**src/hw/rtl/mssp_pkg.sv**
```systemverilog
package mssp_pkg;

    localparam int NUM_STACKS = 8;
    localparam int POOL_SIZE  = 64;
    localparam int DATA_W     = 32;
    localparam int SEL_W      = 3;

    localparam int IDX_W = (POOL_SIZE > 1) ? $clog2(POOL_SIZE) : 1;
    localparam int LNK_W = $clog2(POOL_SIZE + 1);
    localparam int STK_W = (NUM_STACKS > 1) ? $clog2(NUM_STACKS) : 1;

    localparam logic [LNK_W-1:0] LINK_NULL = LNK_W'(POOL_SIZE);

    typedef enum logic {
        OP_PUSH = 1'b0,
        OP_POP  = 1'b1
    } t_op;

    typedef struct packed {
        logic load;
        logic exec;
    } t_cmd;

endpackage

```
**src/hw/rtl/mssp_ctrl.sv**
```systemverilog
module mssp_ctrl (
    input  logic           i_clk,
    input  logic           i_rst_n,
    input  logic           i_s_tvalid,
    output logic           o_s_tready,
    output logic           o_m_tvalid,
    input  logic           i_m_tready,
    output mssp_pkg::t_cmd o_cmd
);

    typedef enum logic [1:0] {
        S_IDLE = 2'b01,
        S_EXEC = 2'b10
    } t_state;

    t_state r_state;
    t_state n_state;
    logic   r_out_vld;
    logic   n_out_vld;
    logic   w_exec;

    assign o_s_tready = (r_state == S_IDLE);
    assign w_exec     = (r_state == S_EXEC) && (!r_out_vld || i_m_tready);
    assign o_cmd.load = i_s_tvalid && o_s_tready;
    assign o_cmd.exec = w_exec;
    assign o_m_tvalid = r_out_vld;

    always_comb begin
        n_state = r_state;
        case (r_state)
            S_IDLE: begin
                if (i_s_tvalid) begin
                    n_state = S_EXEC;
                end
            end
            S_EXEC: begin
                if (w_exec) begin
                    n_state = S_IDLE;
                end
            end
            default: begin
                n_state = S_IDLE;
            end
        endcase
    end

    always_comb begin
        n_out_vld = r_out_vld;
        if (w_exec) begin
            n_out_vld = 1'b1;
        end else if (i_m_tready) begin
            n_out_vld = 1'b0;
        end
    end

    always_ff @(posedge i_clk) begin
        if (!i_rst_n) begin
            r_state   <= S_IDLE;
            r_out_vld <= 1'b0;
        end else begin
            r_state   <= n_state;
            r_out_vld <= n_out_vld;
        end
    end

endmodule

```
**src/hw/rtl/mssp_dp.sv**
```systemverilog
module mssp_dp (
    input  logic                        i_clk,
    input  logic                        i_rst_n,
    input  mssp_pkg::t_cmd              i_cmd,
    input  logic                        i_op,
    input  logic [mssp_pkg::SEL_W-1:0]  i_sel,
    input  logic [mssp_pkg::DATA_W-1:0] i_val,
    output logic                        o_ok,
    output logic [mssp_pkg::DATA_W-1:0] o_data
);

    logic [mssp_pkg::LNK_W-1:0]  r_top [mssp_pkg::NUM_STACKS];
    logic [mssp_pkg::LNK_W-1:0]  r_free;
    logic [mssp_pkg::POOL_SIZE-1:0] r_link_vld;
    logic [mssp_pkg::LNK_W-1:0]  r_link_mem [mssp_pkg::POOL_SIZE];
    logic [mssp_pkg::DATA_W-1:0] r_data_mem [mssp_pkg::POOL_SIZE];
    logic [mssp_pkg::LNK_W-1:0]  r_link_rd;
    logic [mssp_pkg::DATA_W-1:0] r_data_rd;

    logic                        r_op;
    logic [mssp_pkg::STK_W-1:0]  r_stk;
    logic [mssp_pkg::DATA_W-1:0] r_val;
    logic [mssp_pkg::IDX_W-1:0]  r_idx;
    logic [mssp_pkg::LNK_W-1:0]  r_top_rd;
    logic                        r_fail;
    logic                        r_ok;
    logic [mssp_pkg::DATA_W-1:0] r_out;

    logic                        w_sel_ok;
    logic [mssp_pkg::STK_W-1:0]  w_stk;
    logic [mssp_pkg::LNK_W-1:0]  w_top;
    logic [mssp_pkg::LNK_W-1:0]  w_addr;
    logic [mssp_pkg::IDX_W-1:0]  w_a;
    logic                        w_fail;
    logic                        w_push;
    logic                        w_wr;

    assign w_sel_ok = 32'(i_sel) < mssp_pkg::NUM_STACKS;
    assign w_stk    = mssp_pkg::STK_W'(i_sel);
    assign w_top    = w_sel_ok ? r_top[w_stk] : mssp_pkg::LINK_NULL;
    assign w_addr   = (i_op == mssp_pkg::OP_POP) ? w_top : r_free;
    assign w_a      = w_addr[mssp_pkg::IDX_W-1:0];
    assign w_fail   = !w_sel_ok || (32'(w_addr) >= mssp_pkg::POOL_SIZE);
    assign w_push   = (r_op == mssp_pkg::OP_PUSH);
    assign w_wr     = i_cmd.exec && !r_fail;

    // operand capture and first read
    always_ff @(posedge i_clk) begin
        if (i_cmd.load) begin
            r_op      <= i_op;
            r_stk     <= w_stk;
            r_val     <= i_val;
            r_idx     <= w_a;
            r_top_rd  <= w_top;
            r_fail    <= w_fail;
            r_link_rd <= r_link_vld[w_a] ? r_link_mem[w_a]
                                         : mssp_pkg::LNK_W'(w_a) + 1'b1;
            r_data_rd <= r_data_mem[w_a];
        end
    end

    always_ff @(posedge i_clk) begin
        if (w_wr) begin
            r_link_mem[r_idx] <= w_push ? r_top_rd : r_free;
            if (w_push) begin
                r_data_mem[r_idx] <= r_val;
            end
        end
    end

    // list heads
    always_ff @(posedge i_clk) begin
        if (!i_rst_n) begin
            for (int i = 0; i < mssp_pkg::NUM_STACKS; i++) begin
                r_top[i] <= mssp_pkg::LINK_NULL;
            end
            r_free     <= '0;
            r_link_vld <= '0;
        end else if (w_wr) begin
            r_top[r_stk]      <= w_push ? mssp_pkg::LNK_W'(r_idx) : r_link_rd;
            r_free            <= w_push ? r_link_rd : mssp_pkg::LNK_W'(r_idx);
            r_link_vld[r_idx] <= 1'b1;
        end
    end

    // result register
    always_ff @(posedge i_clk) begin
        if (i_cmd.exec) begin
            r_ok <= !r_fail;
            if (w_push) begin
                r_out <= '0;
            end else if (r_fail) begin
                r_out <= '1;
            end else begin
                r_out <= r_data_rd;
            end
        end
    end

    assign o_ok   = r_ok;
    assign o_data = r_out;

endmodule

```
**src/hw/rtl/multi_stack_shared_pool.sv**
```systemverilog
// channel | dir | tdata                 | tuser
// s_axis  | in  | [31:0] value          | [0] operation, [3:1] stack_select
// m_axis  | out | [31:0] popped_value   | [0] success
//
// the link and data stores are read in the accept cycle and written back with
// the result in the exec state, once the output register is free.
// one item is in work at a time; a result waiting on m_axis holds the next
// item in its exec state.
// reset is synchronous active low; it empties all stacks and rebuilds the free
// list at once, with no clearing pass.
module multi_stack_shared_pool (
    input  logic        i_clk,
    input  logic        i_rst_n,
    input  logic        i_s_tvalid,
    output logic        o_s_tready,
    input  logic [31:0] i_s_tdata,  // value
    input  logic [3:0]  i_s_tuser,  // operation, stack_select
    output logic        o_m_tvalid,
    input  logic        i_m_tready,
    output logic [31:0] o_m_tdata,  // popped_value
    output logic [0:0]  o_m_tuser   // success
);

    mssp_pkg::t_cmd w_cmd;

    mssp_ctrl u_ctrl (
        .i_clk      (i_clk),
        .i_rst_n    (i_rst_n),
        .i_s_tvalid (i_s_tvalid),
        .o_s_tready (o_s_tready),
        .o_m_tvalid (o_m_tvalid),
        .i_m_tready (i_m_tready),
        .o_cmd      (w_cmd)
    );

    mssp_dp u_dp (
        .i_clk   (i_clk),
        .i_rst_n (i_rst_n),
        .i_cmd   (w_cmd),
        .i_op    (i_s_tuser[0]),
        .i_sel   (i_s_tuser[3:1]),
        .i_val   (i_s_tdata),
        .o_ok    (o_m_tuser[0]),
        .o_data  (o_m_tdata)
    );

endmodule

```
**config.mk**
```make
export PLATFORM = sky130hd
export DESIGN_NAME = multi_stack_shared_pool
export DESIGN_NICKNAME = d
export VERILOG_FILES = /design/src/hw/rtl/mssp_pkg.sv /design/src/hw/rtl/mssp_ctrl.sv /design/src/hw/rtl/mssp_dp.sv /design/src/hw/rtl/multi_stack_shared_pool.sv
export SDC_FILE = /design/constraint.sdc
export NUM_CORES = 2
export LEC_CHECK = 0
export CAP_MARGIN = 25
export CORE_MARGIN = 4
export CORE_UTILIZATION = 53
export CTS_CLUSTER_SIZE = 14
export DETAILED_ROUTE_END_ITERATION = 10
export DONT_BUFFER_PORTS = 1
export GPL_TIMING_DRIVEN = 0
export PLACE_DENSITY_LB_ADDON = 0.12
export RECOVER_POWER = 25
export SETUP_SLACK_MARGIN = 0.02
export SLEW_MARGIN = 40
export SYNTH_ARGS = -nofsm -noshare
export SYNTH_HDL_FRONTEND = slang
export SYNTH_SLANG_ARGS = --single-unit
```
**constraint.sdc**
```tcl
create_clock -name i_clk -period 8.35 [get_ports i_clk]
set_clock_uncertainty 0.05 [all_clocks]
set_input_delay 0.835 -clock i_clk [delete_from_list [all_inputs] [get_ports i_clk]]
set_output_delay 0.835 -clock i_clk [all_outputs]
set_load 0.02 [all_outputs]
```
Yosys cells after proc, flatten, opt, wreduce, memory -nomap -nowiden

Memory sizes are Yosys's and may differ from the RTL's. A register that Yosys moved wholly into a read port is not among the register bits.
Cells that the tools add are included.

Eq/ne operators: 4
Bitwise gates (word level): 1
Add/sub/neg operators: 1
Shifts and indexed selects: 0
Div/mod/pow operators: 0
Multiplexer cells: 26
Magnitude comparators: 4
Multiply operators: 0
Reduce and logical (&&, ||, !) cells: 10

Operators by type and width:

| kind                                                                     | number |
|---|---|
| 64-bit OR                                                                | 1 |
| 7-bit 2-to-1 mux                                                         | 6 |
| 32-bit 2-to-1 mux                                                        | 1 |
| 6-bit by 7-bit < comparator with 1-bit output (second input constant)    | 2 |
| 1-bit 2-to-1 mux                                                         | 13 |
| 6-bit by 1-bit adder with 7-bit output (second input constant)           | 1 |
| 7-bit >= comparator (second input constant)                              | 1 |
| 7-bit OR reduction                                                       | 1 |
| 1-bit binary-select mux with 6-bit select                                | 1 |
| 1-bit demux with 6-bit select                                            | 1 |
| 6-bit by 1-bit >= comparator with 1-bit output (second input constant)   | 1 |
| 1-bit logical AND                                                        | 4 |
| 2-bit 2-to-1 mux                                                         | 2 |
| 2-bit one-hot mux with 2 select lines                                    | 1 |
| 3-bit 2-to-1 mux                                                         | 1 |
| 2-bit by 1-bit equality test with 1-bit output (second input constant)   | 1 |
| 2-bit equality test (second input constant)                              | 1 |
| 1-bit logical NOT                                                        | 2 |
| 2-bit by 1-bit inequality test with 1-bit output (second input constant) | 1 |
| 2-bit inequality test (second input constant)                            | 1 |
| 2-bit AND reduction                                                      | 1 |
| 2-bit nonzero test                                                       | 1 |
| 1-bit logical OR                                                         | 1 |

Input bits: 40
Bits in writable memories: 2552
Memories kept: 3
Latch bits: 0
Output and inout bits: 35
Flip-flop bits (word level): 164
Memory bits (read-only): 0

Memory list:

| name            | depth | width | rd ports | clocked after memory_dff | write ports | RTL line      | source |
|---|---|---|---|---|---|---|---|
| u_dp.r_data_mem | 64    | 32    | 1        | 1                        | 1           | mssp_dp.sv:16 | `logic [mssp_pkg::DATA_W-1:0] r_data_mem [mssp_pkg::POOL_SIZE];` |
| u_dp.r_link_mem | 64    | 7     | 1        | 0                        | 1           | mssp_dp.sv:15 | `logic [mssp_pkg::LNK_W-1:0] r_link_mem [mssp_pkg::POOL_SIZE];` |
| u_dp.r_top      | 8     | 7     | 1        | 0                        | 8           | mssp_dp.sv:12 | `logic [mssp_pkg::LNK_W-1:0] r_top [mssp_pkg::NUM_STACKS];` |

Longest topological paths before layout

Depth after elaboration: 9
Mapped depth: 18

By module

A second synthesis with hierarchy kept.

Cells, all modules: 7519
Area, all modules: 108881.9 um2

By module, submodules not included:

| module    | times used | sequential area each (um2) | area each (um2) | cells an instance |
|---|---|---|---|---|
| mssp_dp   | 1          | 81718.4                    | 108748.0        | 7506 |
| mssp_ctrl | 1          | 60.1                       | 133.9           | 13 |

Worst setup path before layout

OpenSTA, ideal clock, no wires.

Path kind: input to register
From: in i_m_tready
To: mem u_dp.r_data_mem[50][0] (netlist bit), enable pin
Cell stages on the path: 7
Path slack: 2.317 ns
Arrival time: 5.522 ns
Cell sequence: nor2b_1 -> nor2_1 -> nand2_1 -> nor2_1 -> nand3_1 -> clkbuf_1 -> nor3_1

Cells in the longest elaborated chain, start to end: 5

Ends and longest elaborated chain:

| item                                   | RTL line                      | source |
|---|---|---|
| from (decl)                            | multi_stack_shared_pool.sv:19 | `input logic i_m_tready,` |
| 1-bit logical OR                       | mssp_ctrl.sv:23               | `assign w_exec = (r_state == S_EXEC) && (!r_out_vld \|\| i_m_tready);` |
| 1-bit logical AND                      | mssp_ctrl.sv:23               |  |
| 1-bit logical AND                      | mssp_dp.sv:45                 | `assign w_wr = i_cmd.exec && !r_fail;` |
| 1-bit 2-to-1 mux                       | mssp_dp.sv:63                 | `if (w_wr) begin` |
| 1-bit 2-to-1 mux (not written as such) | mssp_dp.sv:66                 | `r_data_mem[r_idx] <= r_val;` |
| to (decl)                              | mssp_dp.sv:16                 |  |

No other way between the ends.

Final worst setup path

From: mem u_dp.r_top[1][1] (netlist bit)
To: reg u_dp.r_link_rd[0] (netlist bit) (data pin)

Cells in the longest elaborated chain, start to end: 5
Elaborated cells on any way between the ends: 6

Ends and longest elaborated chain:

| item                                      | RTL line      | source |
|---|---|---|
| from (decl)                               | mssp_dp.sv:12 |  |
| memory 8 x 7 bit (*)                      | -             |  |
| net u_dp.w_top (one bit)                  | mssp_dp.sv:31 | `logic [mssp_pkg::LNK_W-1:0] w_top;` |
| 7-bit 2-to-1 mux (*)                      | mssp_dp.sv:41 | `assign w_addr = (i_op == mssp_pkg::OP_POP) ? w_top : r_free;` |
| 1-bit binary-select mux with 6-bit select | mssp_dp.sv:56 | `r_link_rd <= r_link_vld[w_a] ? r_link_mem[w_a]` |
| 1-bit 2-to-1 mux (not written as such)    | mssp_dp.sv:56 |  |
| 7-bit 2-to-1 mux (*)                      | mssp_dp.sv:56 |  |
| to (signal assigned)                      | mssp_dp.sv:56 |  |
| to (decl)                                 | mssp_dp.sv:17 | `logic [mssp_pkg::LNK_W-1:0] r_link_rd;` |

The timed path passes the listed nets; every way through them passes the cells marked *. The select of a mux whose other input is x is not followed.
A chain may end at the register's enable or synchronous reset.

==> flow_summary.yaml <==
worst_setup_path:
  timing.rr.start: "u_dp.r_top[1][1]"
  crit_fanout: 10
  worstPathRequired_ps: 8950
  worstSetupStartpointType: "register"
  rr_endpoint: "u_dp.r_link_rd[0]"
  r2r_slack_ps: 1650
  r2r.worst_path.cells: 13
  arrival_ps: 7300
  critical_path_class: "register to register"
  crit_path_end_kind: "register"
floorplanning:
  start_util: 0.535
  dieHeight_um: 461
  rows: 165
  pin_count: 75
  core_area_um2: 203000
  die-width_um: 461
  dieArea_um2: 212000
detailed_routing:
  ant_nets: 0
  vias: 76025
  drc: 0
  wl_per_cell_um: 31.9
  dr.pass1.iters: 8
  via_per_inst: 6.33
  wl_mm: 383
  initialDrtViolationCount: 10964
clock_tree:
  ctsResizeCount: 0
  clkSinkCount: 2748
  cts_hold_buf: 36
  cts_made_buffers: 300
  postCtsSetupRepairBufs: 0
  cts_tree: "built"
  h-tree-depth: 5
  cts_root_buf: "clkbuf_16"
  cts.path.max_buffers: 4
  clkTransAtPathRegs_ps: 60
  insertion_delay_ps: 950
yosys:
  synth_ff_type: "edfxtp_1"
  synthesis.area_um2: 109000
  async_flop_share: 0
  syn_inst: 8290
  ys_types: 53
  yosysWarningCount: 0
  ys_ff_latch: 2748
  syn_area_per_cell_um2: 13.1
  yosysSeqAreaShare: 0.753
  synth-edff-count: 2674
  synth_nets: 8331
timing:
  setup_violations: 0
  hold_viol_final: 0
  setup_slack_ps: 1650
  final.period_utilization: 0.802
  rsz0062_at_grt: "false"
  period_minus_slack_ps: 6700
  whs_ps: 75.1
  slew_viol_final: 0
  clock.fmax_mhz: 149
  tns_ps: 0
  slew_headroom: 0.146
  worst_pin_slew_ps: 1280
pwr:
  pwr-share-comb: 0.094
  power.leakage_nw: 43.3
  ir_drop_uv: 258
  p_int_mw: 22.9
  power_density_nw_per_um2: 242
  finalPower_mw: 30.5
  p_seq_frac: 0.502
  clock_power_share: 0.405
  swShare: 0.248
  switchingPower_mw: 7.55
placement:
  pre_cts_ws_ps: 1260
  port_buffers: 0
  finalWeightedCongestion: 1.01
  hpwl_mm: 279
global_routing:
  grt_overflow: 0
  antenna_found_initial: 36
  track_usage: 0.356
  grt_pass1_wl_mm: 530
  grt_pass1_vias: 71655
  grt_start_max_net_pins: 65
worst_hold_path:
  whs_endpoint: "u_ctrl.o_m_tvalid"
  holdCritPathClass: "input pin to register"
  hp-start: "i_m_tready"
  hold_depth: 2
layout:
  syn2layout_area_growth_pct: 16.1
  layout-drive-gt1-share: 0.126
  num-nets-final: 9168
  n_fill_cell: 15518
run_status:
  status: "finished, final reports clean"
job:
  drv_cap: 0
## registers in the layout, summed over array words and instances, names as in the netlist
register           cells
u_dp.r_top_rd          7
u_ctrl.r_state         2
u_dp.o_ok              1
u_dp.r_stk             3
u_dp.r_val            32
u_dp.o_data           32
u_ctrl.o_m_tvalid      1
u_dp.r_fail            1
u_dp.r_data_rd        32
u_dp.r_link_rd         7
u_dp.r_free            7
u_dp.r_op              1
u_dp.r_idx             6
u_dp.r_link_vld       64
u_dp.r_top            56
u_dp.r_data_mem     2048
u_dp.r_link_mem      448
## cell usage in the layout (no fill, tap or decap), types with 53 or more instances in the layout
| master | n |
|---|---|
| buf_1 | 54 |
| nor2_1 | 79 |
| buf_4 | 141 |
| and3_1 | 176 |
| dfxtp_1 | 74 |
| nand2_1 | 2488 |
| nand3_1 | 1186 |
| clkbuf_2 | 95 |
| clkbuf_16 | 306 |
| edfxtp_1 | 2674 |
| o21a_1 | 97 |
| buf_2 | 216 |
| clkbuf_1 | 571 |
| buf_6 | 53 |
| a31oi_1 | 97 |
| a21oi_1 | 89 |
| nor3_2 | 65 |
| a311oi_1 | 301 |
## power by group through the flow
| stage | Combinational, mW | Clock, mW | Sequential (mW) |
|---|---|---|---|
| final | 2.85 | 12.3 | 15.3 |
| after global routing | 2.94 | 13.0 | 15.3 |
| after CTS | 2.80 | 12.4 | 15.3 |
| after detailed placement | 2.78 | 0 | 15.6 |
| after global placement | 2.32 | 0 | 15.8 |
| after floorplan | 1.22 | 0 | 15.6 |
## Yosys cell counts (36+ instances only)
library cell,instances,share of area
edfxtp_1,2674,0.74
nand2_1,2488,0.086
nand3_1,1186,0.055
clkbuf_1,486,0.017
a311oi_1,335,0.027
and3_1,176,0.010
nor2_1,145,0.0050
a31oi_1,109,0.0063
o21a_1,97,0.0067
a21oi_1,89,0.0041
dfxtp_1,74,0.014
nor3_1,72,0.0033
buf_1,62,0.0021
mux2i_1,57,0.0053
buf_2,41,0.0019
a211oi_1,36,0.0025
## critical path: stages (launching register included)
cell	delay, ps
edfxtp_1	360
mux2_2	290
mux4_2	540
mux2i_1	510
buf_2	350
buf_2	680
buf_2	470
clkbuf_2	610
buf_2	540
nand3_1	250
a32oi_1	560
a21oi_1	150
a211oi_1	790
a21oi_1	190
## layout make-up
type | count | area, um2 | area share
antenna | 17 | 42.5 | 0.000337
buffer | 593 | 2460 | 0.0195
clock buffer | 388 | 7990 | 0.0633
clock inverter | 103 | 771 | 0.00611
inverter | 10 | 40.0 | 0.000318
multi-input combinational | 4939 | 25700 | 0.204
sequential | 2748 | 81800 | 0.649
tap | 2672 | 3340 | 0.0265
timing repair buffer | 535 | 3940 | 0.0313
## kinds of logic (layout without fill, tap and decap cells)
logic type | Yosys count | in the layout | share of synthesized area
compound gates | 723 | 723 | 0.0507
buf+inv | 603 | 1629 | 0.0216
mux | 102 | 102 | 0.0122
other cells | 0 | 17 | 0
flops | 2748 | 2748 | 0.753
simple gates | 4110 | 4110 | 0.162
fa+ha+maj | 1 | 1 | 0.000115
xor+xnor | 3 | 3 | 0.000242
## routing by layer
layer | wire (um) | global-route usage
met1 | 139000 | 0.457
met2 | 172000 | 0.543
met3 | 46100 | 0.107
met4 | 26200 | 0.205
met5 | 212 | 0
## how the worst max path moves through the flow
stage | from | cells past startpoint | slack (ps) | to
global placement | i_m_tready | 7 | -2950 | u_dp.r_data_mem[38][17]
detailed placement | i_s_tuser[1] | 14 | 1260 | u_dp.r_data_rd[11]
global route | u_dp.r_top[1][1] | 12 | 1740 | u_dp.r_data_rd[30]
finish | u_dp.r_top[1][1] | 13 | 1650 | u_dp.r_link_rd[0]
floorplan | i_m_tready | 7 | 2320 | u_dp.r_data_mem[50][0]
CTS | u_dp.r_top[1][1] | 12 | 1930 | u_dp.r_data_rd[3]
## through the flow
step | area [um2] | instances | utilization
CTS | 127000 | 11987 | 0.625
floorplan | 109000 | 8290 | -
finish | 126000 | 12005 | 0.621
global route | 126000 | 11990 | 0.621
detailed placement | 118000 | 11460 | 0.580
global placement | 112000 | 10962 | 0.551
Note: power is estimated with default switching activity, not from simulation.
